[src/rtl/assert_macros.svh]
// Assertion macros shared by the oscillator RTL.
// Defining ASSERT_OFF compiles every check away.
`ifndef ASSERT_MACROS_SVH
`define ASSERT_MACROS_SVH

`ifndef ASSERT_OFF

`define ASSERT_ALWAYS(lbl, clk, rst, prop, msg) \
  lbl: assert property (@(posedge clk) disable iff (rst) (prop)) else $error(msg);

`define ASSERT_IMPLIES(lbl, clk, rst, ante, cons, msg) \
  lbl: assert property (@(posedge clk) disable iff (rst) (ante) |-> (cons)) else $error(msg);

`define ASSERT_NEXT(lbl, clk, rst, ante, cons, msg) \
  lbl: assert property (@(posedge clk) disable iff (rst) (ante) |=> (cons)) else $error(msg);

`else

`define ASSERT_ALWAYS(lbl, clk, rst, prop, msg)
`define ASSERT_IMPLIES(lbl, clk, rst, ante, cons, msg)
`define ASSERT_NEXT(lbl, clk, rst, ante, cons, msg)

`endif

`endif

[src/rtl/wti_pkg.sv]
`timescale 1ns / 1ps
// Shared types and constants of the wavetable oscillator.
// No dependencies; used by the controller, the datapath and the top level.
package wti_pkg;

  localparam int TABLE_BITS_DEF  = 12;
  localparam int PHASE_BITS_DEF  = 24;
  localparam int SAMPLE_BITS_DEF = 16;

  // Amplitude is an unsigned Q0.16 gain.
  localparam int AMP_BITS = 16;

  localparam logic [31:0]         PHASE_INC_RESET   = 32'd153791;
  localparam logic [AMP_BITS-1:0] AMP_RESET         = 16'd13107;
  localparam logic [31:0]         START_PHASE_RESET = 32'd0;

  // Request codes carried in tuser.
  localparam logic [1:0] REQ_SAMPLE  = 2'd0;
  localparam logic [1:0] REQ_WRITE   = 2'd1;
  localparam logic [1:0] REQ_RESTART = 2'd2;

  // Configuration register indexes.
  localparam logic [1:0] CFG_PHASE_INC   = 2'd0;
  localparam logic [1:0] CFG_AMPLITUDE   = 2'd1;
  localparam logic [1:0] CFG_START_PHASE = 2'd2;

  typedef enum logic [1:0] {
    ADDR_POS,
    ADDR_NEXT,
    ADDR_WRITE
  } addr_sel_t;

  typedef enum logic [2:0] {
    S_IDLE,
    S_RD_NEXT,
    S_MUL_FRAC,
    S_ADD,
    S_SCALE,
    S_EMIT
  } wti_state_t;

  typedef struct packed {
    addr_sel_t addr_sel;
    logic      ram_we;
    logic      restart;
    logic      latch_adv;
    logic      cap_v1;
    logic      cap_prod1;
    logic      step_phase;
    logic      cap_interp;
    logic      cap_scaled;
    logic      load_out;
  } wti_cmd_t;

  typedef struct packed {
    logic out_free;
  } wti_status_t;

endpackage

[src/rtl/wti_ctrl.sv]
`timescale 1ns / 1ps
// Controller of the oscillator: sequences table reads, arithmetic and output.
// Depends on wti_pkg and assert_macros.svh.
`include "assert_macros.svh"
module wti_ctrl import wti_pkg::*; (
  input  logic        clk,
  input  logic        rst,
  input  logic        s_tvalid,
  output logic        s_tready,
  input  logic [1:0]  s_tuser,
  input  wti_status_t status,
  output wti_cmd_t    cmd
);

  wti_state_t state;
  wti_state_t state_next;
  logic       sample_accept;

  assign sample_accept = s_tvalid && s_tready && (s_tuser == REQ_SAMPLE);

  always_ff @(posedge clk) begin
    if (rst) begin
      state <= S_IDLE;
    end else begin
      state <= state_next;
    end
  end

  always_comb begin
    state_next = state;
    s_tready   = 1'b0;
    cmd        = '0;
    cmd.addr_sel = ADDR_POS;
    unique case (state)
      S_IDLE: begin
        s_tready = 1'b1;
        // The read of the current entry starts in the same cycle a sample word arrives.
        if (s_tvalid) begin
          unique case (s_tuser)
            REQ_SAMPLE: begin
              cmd.latch_adv = 1'b1;
              state_next    = S_RD_NEXT;
            end
            REQ_WRITE: begin
              cmd.addr_sel = ADDR_WRITE;
              cmd.ram_we   = 1'b1;
            end
            REQ_RESTART: cmd.restart = 1'b1;
            default: ;
          endcase
        end
      end
      S_RD_NEXT: begin
        cmd.addr_sel = ADDR_NEXT;
        cmd.cap_v1   = 1'b1;
        state_next   = S_MUL_FRAC;
      end
      S_MUL_FRAC: begin
        // The fraction is used here, so the phase may step at this edge.
        cmd.cap_prod1  = 1'b1;
        cmd.step_phase = 1'b1;
        state_next     = S_ADD;
      end
      S_ADD: begin
        cmd.cap_interp = 1'b1;
        state_next     = S_SCALE;
      end
      S_SCALE: begin
        cmd.cap_scaled = 1'b1;
        state_next     = S_EMIT;
      end
      S_EMIT: begin
        if (status.out_free) begin
          cmd.load_out = 1'b1;
          state_next   = S_IDLE;
        end
      end
      default: state_next = S_IDLE;
    endcase
  end

  `ASSERT_IMPLIES(a_load_free, clk, rst, cmd.load_out, status.out_free, "output overwritten")
  `ASSERT_NEXT(a_sample_start, clk, rst, sample_accept, state == S_RD_NEXT, "read not started")
  `ASSERT_IMPLIES(a_we_idle, clk, rst, cmd.ram_we, state == S_IDLE && s_tvalid, "stray write")
  `ASSERT_NEXT(a_scale_emit, clk, rst, state == S_SCALE, state == S_EMIT, "no emit after scale")

endmodule

[config.mk]
export PLATFORM = sky130hd
export DESIGN_NAME = wti_ctrl
export DESIGN_NICKNAME = d
export VERILOG_FILES = /design/src/rtl/wti_pkg.sv /design/src/rtl/wti_ctrl.sv
export VERILOG_INCLUDE_DIRS = /design/src /design/src/rtl
export SDC_FILE = /design/constraint.sdc
export NUM_CORES = 1
export LEC_CHECK = 0
export BUFFER_PORTS_ARGS = -buffer_cell sky130_fd_sc_hd__buf_4
export CORE_AREA = 8 8 45 47
export CTS_CLUSTER_SIZE = 8
export DETAILED_ROUTE_END_ITERATION = 7
export DIE_AREA = 0 0 53 55
export SLEW_MARGIN = 20
export SYNTH_ARGS = -nofsm -noshare
export SYNTH_HDL_FRONTEND = slang
export SYNTH_SLANG_ARGS = --single-unit
[constraint.sdc]
create_clock -name clk -period 0.9 [get_ports clk]
set_input_delay 0.135 -clock clk [delete_from_list [all_inputs] [get_ports clk]]
set_output_delay 0.135 -clock clk [all_outputs]
set_load 0.03 [all_outputs]
==> results of run 1 <==
-- cell families after synthesis --
| family | after synthesis | share of synthesized area |
|---|---|---|
| AO/OA/AOI/OAI | 4 | 0.110 |
| flip-flops | 3 | 0.240 |
| XOR/XNOR | 1 | 0.0350 |
| buffers and inverters | 4 | 0.125 |
| AND/OR/NAND/NOR | 20 | 0.490 |
-- per-layer routing --
layer,wire length [microns],GRT usage,part of all wire
met5,0,0,0
met4,0,0.0388,0
met3,43,0.0348,0.044
met2,614,0.141,0.63
met1,313,0.0501,0.32
-- worst max-delay path: cells and delay by family, from the launching register on --
family | cells | cell delay [ns]
buffers and inverters | 1 | 0.15
and+or+nand+nor | 3 | 0.54
DFF | 1 | 0.34
-- layout by cell type, fill, tap and decap left out, drive strengths merged --
cell type | netlist | routed
and3 | 1 | 1
nor2 | 5 | 5
clkbuf | 0 | 4
nand3 | 1 | 1
a211oi | 1 | 1
nand2b | 2 | 2
dfxtp | 3 | 3
nor3 | 2 | 2
nand2 | 3 | 3
nor3b | 6 | 6
a21oi | 2 | 2
o21ba | 1 | 1
xnor2 | 1 | 1
buf | 4 | 29
-- metrics by stage --
| step | total power (uW) | setup TNS [ns] | setup slack [ns] |
|---|---|---|---|
| 4_1_cts | 762 | -5.51 | -0.514 |
| 3_5_place_dp | 443 | -2.66 | -0.303 |
| 2_1_floorplan | 333 | -4.65 | -0.592 |
| 3_3_place_gp | 442 | -2.61 | -0.277 |
| 5_1_grt | 828 | -6.12 | -0.544 |
| 6_report | 779 | -5.47 | -0.503 |
-- power groups by stage --
stage                     sequential (uW)  combinational [uW]  clock (uW)
after floorplan                       146                 188           0
after global placement                159                 283           0
after detailed placement              158                 285           0
after CTS                             155                 362         245
after global routing                  157                 413         258
final                                 156                 393         230
-- worst paths after layout --
path,startpoint,depth (start not counted),to,slack [ns]
worst max-delay path,state[0],4,cmd[10],-0.50
worst min-delay path,rst,2,state[1],0.08
worst max register to register,state[0],5,state[1],-0.19
worst min register to register,state[1],2,state[0],0.55
-- area by class of cell --
type / count / area (sq um)
clock buffers: 4 / 26.3
fillers: 136 / 703
multi-input cells: 25 / 294
flip-flops and latches: 3 / 66.3
well taps: 16 / 20.0
repair buffers: 29 / 274
-- what timing repair did --
action	in CTS	in global routing
resized for setup	26	9
buffers inserted	4	0
pin swaps	4	2
endpoints found under the setup margin	15	15
hold buffers	0	0
==> results.tsv, run 1 <==
metric	value	unit
outcome	complete, but fails checks	
failing checks	setup timing	
sequential share of power	0.200	
Synth Warn #	0	
RD Place Congestion	0.670	
Placement Cell Area	482	sq um
vias per cell	4.32	
most common cell in the netlist	nor3b_1	
post-route ant nets	0	
crit-path max FO	3	
Die W	53	microns
Hold WC Path Type	input port to flop	
unrepaired setup endpoints after global routing	true	
port bufs	17	
Clock Pin Slew Worst Setup and Hold Paths	0.03	ns
layout cells sized above 1	0.869	
CTS max path bufs	2	
clock skew	0.00119	ns
post-synth cell types	17	
Routed wire per std cell	12.6	microns
largest register by flop count	state	
switch share	0.348	
Comb pwr share	0.505	
placed cells	69	
biggest regs	state: 3 flops	
Initial Util	0.181	
Overflow after GRT	0	
first-pass GRT wire length	1470	microns
Setup crit start kind	flop	
fin crit share	1.56	
Die Y	55	microns
Syn Area/Cell	7.82	sq um
Slew @ Worst Pin	0.215	ns
Cell Rows	14	
max incr delay on CP	0.34	ns
Net Count, Synth	38	
max_cap viols	0	
WL final	972	microns
NumNets Final	68	
Hold Vio Cnt, Final	0	
Sw Pwr	271	uW
Post-synth EDFFs	0	
CTS tree	yes	
GRT Total Usage	0.0694	
fraction of registers with async set/reset	0	
Seq/Total Area, Yosys	0.240	
Final WS setup	-0.503	ns
area added between synthesis and finish	172	%
top post-synthesis cells by count	nor3b_1, nor2_1, dfxtp_1	
Primary FF master, synth	dfxtp_1	
#FFs+latches synth	3	
Finished Cell Area	681	sq um
HPWL after DPL	684	microns
total number of vias	333	
Residual DRC	0	
area share of the largest cell type after synthesis	0.240	
Final Critical Period	1.40	ns
Core Area	1380	sq um
Clock Latency Late Sink	0.23	ns
Critical-path top delay cell	dfxtp_4	
Post-Layout Cell Count	77	
Max Slew Vio Count	0	
P_leak	0.000308	uW
max FFs per register	3	
Post-Syn Area	250	sq um
CP required	0.76	ns
antenna violations before repair	0	
H-tree depth	1	
pwr/cell area	1150	nW/um^2
CP Class	flop to output pin	
clock tree sinks	3	
Pint	508	uW
Final setup viols	15	
IO Pins	18	
fmax	0.713	GHz
largest net degree at the start of global routing	7	
VDD IR max	0.641	mV
cell count after synthesis	32	
Starting DRT DRC Count	0	
WP data arrival	1.27	ns
Pre-Repair DR Iteration Count	1	
CTS buffer count	3	
post-synth top area cell	dfxtp_1	
hold_ws	0.0828	ns
worst path cell trace	nor3_4 -> nand2_4 -> nor3b_4 -> buf_6	
relative slew slack	0.856	
antenna diode count	0	
Area contributors post-synth	dfxtp_1, nor3b_1, nor2_1	
vias in the first global route	356	
Critical Path End Type	output pin	
clock network power share	0.295	
root buffer cell	clkbuf_4	
die area	2920	sq um
post-route core utilization	0.492	
(Power assumes the default switching activity.)
==> inputs of run 2 (changes only) <==
--- a/config.mk
+++ b/config.mk
@@ -7,10 +7,14 @@
 export NUM_CORES = 1
 export LEC_CHECK = 0
 export BUFFER_PORTS_ARGS = -buffer_cell sky130_fd_sc_hd__buf_4
-export CORE_AREA = 8 8 45 47
+export CELL_PAD_IN_SITES_DETAIL_PLACEMENT = 1
+export CELL_PAD_IN_SITES_GLOBAL_PLACEMENT = 2
+export CORE_MARGIN = 8
+export CORE_UTILIZATION = 16
 export CTS_CLUSTER_SIZE = 8
 export DETAILED_ROUTE_END_ITERATION = 7
-export DIE_AREA = 0 0 53 55
+export HOLD_SLACK_MARGIN = 0.05
+export PLACE_DENSITY_LB_ADDON = 0.1
 export SLEW_MARGIN = 20
 export SYNTH_ARGS = -nofsm -noshare
 export SYNTH_HDL_FRONTEND = slang
==> results.tsv, run 2 (same netlist as run 1, synthesis figures left out) <==
metric	value	unit	change
root buffer cell	clkbuf_4		
sequential cell area	68.8	sq um	+3.8%
CP required	0.76	ns	about the same
Hold WC Path Type	input port to flop		
Residual DRC	0		unchanged
hold wc startpoint	rst		
relative slew slack	0.865		+0.00996
first-pass GRT wire length	1790	microns	+22%
biggest regs	state: 3 flops		
outcome	complete, but fails checks		
clock tree sinks	3		unchanged
WP data arrival	1.26	ns	about the same
hold_buf cts	0		unchanged
Max Slew Vio Count	0		unchanged
WL final	1050	microns	+7.8%
area occupied by multi-input gates	298	sq um	+1.3%
Routed wire per std cell	13.4	microns	+6.4%
vias per cell	4.42		+2.3%
antenna diode count	0		unchanged
Pre-Repair DR Iteration Count	2		+1
CTS buffer count	3		unchanged
RR Endpoint	state[2]		
post-route ant nets	0		unchanged
IO Pins	18		unchanged
fmax	0.719	GHz	+0.89%
Reg2Reg Depth	5		unchanged
placed cells	72		+4.3%
Critical Path Start	state[0]		
most common cell after layout, fill and taps aside	buf_6		
die area	3090	sq um	+5.8%
# fillers	161		+18%
max FFs per register	3		unchanged
crit-path max FO	3		unchanged
failing checks	setup timing		
commonest non-fill, non-tap cells in the layout	buf_6, buf_4, nor3b_4		
layout cells sized above 1	0.903		+0.0344
Slew @ Worst Pin	0.202	ns	-0.0139 ns
Clock Latency Late Sink	0.23	ns	about the same
Hold Vio Cnt, Final	0		unchanged
Setup crit start kind	flop		
hold_ws	0.0809	ns	-0.00199 ns
P_leak	0.000304	uW	-1.3%
setup tns final	-5.36	ns	+0.108 ns
pwr/cell area	1130	nW/um^2	-1.2%
Final Critical Period	1.39	ns	-0.0124 ns
antenna violations before repair	0		unchanged
vias in the first global route	418		+17%
Core Area	1490	sq um	+7.6%
Initial Util	0.168		-0.0128
total number of vias	345		+3.6%
r2r startpoint	state[0]		
unrepaired setup endpoints after global routing	true		
Clock Pin Slew Worst Setup and Hold Paths	0.04	ns	about the same
HPWL after DPL	850	microns	+24%
RD Place Congestion	0.663		-1.1%
NumNets Final	69		+1.5%
VDD IR max	0.939	mV	+46%
Overflow after GRT	0		unchanged
max_cap viols	0		unchanged
area added between synthesis and finish	182	%	
largest register by flop count	state		
WHS Path Cells	2		unchanged
H-tree depth	1		unchanged
Starting DRT DRC Count	2		+2
clock skew	0.00391	ns	+0.00271 ns
Placement Cell Area	504	sq um	+4.7%
largest net degree at the start of global routing	5		-2
fin crit share	1.55		-0.0138
Cell Rows	14		unchanged
Hold EP	state[1]		
CTS max path bufs	2		unchanged
port bufs	17		unchanged
Die W	55.5	microns	+4.8%
Die Y	55.5	microns	+0.99%
CTS tree	yes		
Critical Path End Type	output pin		
Final WS setup	-0.491	ns	+0.0124 ns
CP Class	flop to output pin		
r2r setup slk	-0.15	ns	+0.04 ns
Final setup viols	15		unchanged
GRT Total Usage	0.0676		-0.00177
Finished Cell Area	706	sq um	+3.7%
Post-Layout Cell Count	78		+1.3%
run 2: changes by cell type in the layout (fill, tap and decap cells not counted):
cell / before / now
nand2_2: 0 / 1
a21oi_2: 0 / 1
dfxtp_4: 1 / 2
dfxtp_2: 2 / 1
nand2_4: 3 / 2
a211oi_1: 1 / 0
buf_4: 14 / 12
a21oi_1: 2 / 1
buf_6: 15 / 18
a211oi_2: 0 / 1
run 2: cell type report:
class | count | share of cell area
Multi-Input combinational cell | 25 | 0.422
Timing Repair Buffer | 30 | 0.415
Clock buffer | 4 | 0.0372
Sequential cell | 3 | 0.0975
Tap cell | 16 | 0.0284
run 2: routing by layer:
metal  vias up  part of all wire  global-route usage
li1        168                 -                   -
met1       164              0.34              0.0530
met2        13              0.57               0.136
met3         0             0.090              0.0342
met4         0                 0              0.0211
met5         -                 0                   0
run 2: worst max-delay path, cell delays in order, from the launching register on:
cell     delay [ns]
dfxtp_4        0.34
nor3_4         0.23
nand2_4        0.11
nor3b_4        0.19
buf_6          0.15
run 2: worst max-delay path by stage:
stage	to	slack [ns]	depth (start not counted)
detailed placement	cmd[7]	-0.31	4
CTS	cmd[7]	-0.51	4
floorplan	cmd[10]	-0.59	4
global placement	cmd[10]	-0.26	4
global route	cmd[7]	-0.57	4
finish	cmd[7]	-0.49	4
run 2: report_power, final:
group	internal [uW]	leakage [uW]	switching, uW	total [uW]
Combinational	217	0.000262	198	414
Sequential	142	0.0000264	11.6	154
Clock	166	0.0000150	64.3	230
run 2: metrics by stage:
| step | total power [uW] | util | setup slack, ns |
|---|---|---|---|
| after global placement | 454 | 0.339 | -0.257 |
| after global routing | 854 | 0.474 | -0.567 |
| after floorplan | 333 | - | -0.592 |
| after detailed placement | 464 | 0.339 | -0.314 |
| after CTS | 785 | 0.438 | -0.514 |
| final | 798 | 0.474 | -0.491 |
run 2: repair_timing:
action / CTS / global route
gates cloned: 0 / 0
gates resized for setup: 29 / 11
pin swaps: 6 / 4
setup buffers: 2 / 0
setup endpoints to repair: 15 / 15
==> inputs of run 3 (changes only) <==
--- a/config.mk
+++ b/config.mk
@@ -6,7 +6,7 @@
 export SDC_FILE = /design/constraint.sdc
 export NUM_CORES = 1
 export LEC_CHECK = 0
-export BUFFER_PORTS_ARGS = -buffer_cell sky130_fd_sc_hd__buf_4
+export BUFFER_PORTS_ARGS = -buffer_cell sky130_fd_sc_hd__buf_2
 export CELL_PAD_IN_SITES_DETAIL_PLACEMENT = 1
 export CELL_PAD_IN_SITES_GLOBAL_PLACEMENT = 2
 export CORE_MARGIN = 8
==> results.tsv, run 3 (same netlist as run 1, synthesis figures left out) <==
metric	value	unit	change
fmax	0.718	GHz	about the same
CP required	0.76	ns	about the same
failing checks	setup timing		
commonest non-fill, non-tap cells in the layout	buf_6, buf_4, buf_2		
Finished Cell Area	708	sq um	+0.35%
vias in the first global route	392		-6.2%
Die W	55.5	microns	unchanged
fin crit share	1.55		about the same
RD Place Congestion	0.670		+1.0%
Die Y	55.5	microns	unchanged
biggest regs	state: 3 flops		
HPWL after DPL	816	microns	-4.1%
hold_buf cts	0		unchanged
Reg2Reg Depth	6		+1
Critical Path End Type	output pin		
Pre-Repair DR Iteration Count	1		-1
area occupied by multi-input gates	287	sq um	-3.8%
Initial Util	0.168		unchanged
unrepaired setup endpoints after global routing	true		
GRT Total Usage	0.0709		+0.00332
clock tree sinks	3		unchanged
IO Pins	18		unchanged
port bufs	17		unchanged
# fillers	165		+2.5%
WHS Path Cells	2		unchanged
most common cell after layout, fill and taps aside	buf_6		
CTS tree	yes		
placed cells	69		-4.2%
die area	3090	sq um	unchanged
root buffer cell	clkbuf_4		
Post-Layout Cell Count	80		+2.6%
setup tns final	-5.28	ns	+0.0793 ns
VDD IR max	0.903	mV	-3.9%
WP data arrival	1.26	ns	about the same
WL final	1100	microns	+5.3%
Overall Power	803	uW	+0.57%
area added between synthesis and finish	183	%	
pwr/cell area	1130	nW/um^2	+0.21%
crit-path max FO	3		unchanged
vias per cell	4.39		-0.80%
Clock Latency Late Sink	0.23	ns	about the same
Routed wire per std cell	13.8	microns	+2.7%
P_leak	0.000327	uW	+7.8%
post-route ant nets	0		unchanged
largest register by flop count	state		
sequential cell area	68.8	sq um	unchanged
total number of vias	351		+1.7%
Setup crit start kind	flop		
largest net degree at the start of global routing	8		+3
CP Class	flop to output pin		
Final Critical Period	1.39	ns	+0.000865 ns
clock skew	0.00117	ns	-0.00274 ns
antenna violations before repair	0		unchanged
Residual DRC	0		unchanged
Max Slew Vio Count	0		unchanged
Overflow after GRT	0		unchanged
Starting DRT DRC Count	0		-2
max FFs per register	3		unchanged
CTS buffer count	3		unchanged
outcome	complete, but fails checks		
Final WS setup	-0.492	ns	-0.000865 ns
Placement Cell Area	439	sq um	-13%
Hold WC Path Type	input port to flop		
Core Area	1490	sq um	unchanged
H-tree depth	1		unchanged
Cell Rows	14		unchanged
Hold Vio Cnt, Final	0		unchanged
Clock Pin Slew Worst Setup and Hold Paths	0.03	ns	about the same
NumNets Final	71		+2.9%
first-pass GRT wire length	1770	microns	-0.78%
antenna diode count	0		unchanged
Slew @ Worst Pin	0.201	ns	-0.000799 ns
relative slew slack	0.866		about the same
Final setup viols	15		unchanged
CTS max path bufs	2		unchanged
max_cap viols	0		unchanged
layout cells sized above 1	0.906		+0.00302
-- run 3: changes by cell type in the layout (fill, tap and decap cells not counted), moves of 2 or more --
cell,before,now
buf_2,0,5
buf_4,12,7
nor3b_2,0,2
nor3b_4,6,4
-- run 3: power by group --
part / total, uW / switching [uW] / internal [uW]
Clock: 227 / 61.0 / 166
Sequential: 152 / 9.91 / 142
Combinational: 424 / 204 / 220
Total: 803 / 275 / 528
-- run 3: cell type report --
class / instances / area share
repair buffers: 32 / 0.433
multi-input cells: 25 / 0.405
flip-flops and latches: 3 / 0.0972
clock buffers: 4 / 0.0371
well taps: 16 / 0.0283
-- run 3: path summary, 6_finish.rpt --
| path | startpoint | end | slack [ns] |
|---|---|---|---|
| setup / recovery | state[1] | cmd[10] | -0.49 |
| hold / removal | rst | state[1] | 0.12 |
| setup reg to reg | state[0] | state[2] | -0.24 |
| hold reg to reg | state[2] | state[0] | 0.68 |
-- run 3: repair_timing --
action | in CTS | in global routing
setup buffers | 5 | 2
endpoints found under the setup margin | 15 | 15
pin swaps | 4 | 4
gates resized for setup | 52 | 3
gates cloned | 0 | 0
-- run 3: layer usage --
layer  track usage  routed length [microns]
met1        0.0623                      366
met2         0.130                      622
met3        0.0365                      115
met4        0.0317                        0
met5             0                        0
-- run 3: worst max-delay path, cell delays in order, from the launching register on --
cell and delay, ns:
dfxtp_4 0.34, nor3_4 0.23, nand2_4 0.11, nor3b_4 0.20, buf_6 0.16
-- run 3: stage by stage --
step,hold slack [ns],setup slack (ns),utilization
floorplan,0.212,-0.592,-
global placement,0.331,-0.281,0.295
detailed placement,0.341,-0.348,0.295
CTS,0.105,-0.507,0.457
global route,0.119,-0.552,0.476
finish,0.115,-0.492,0.476
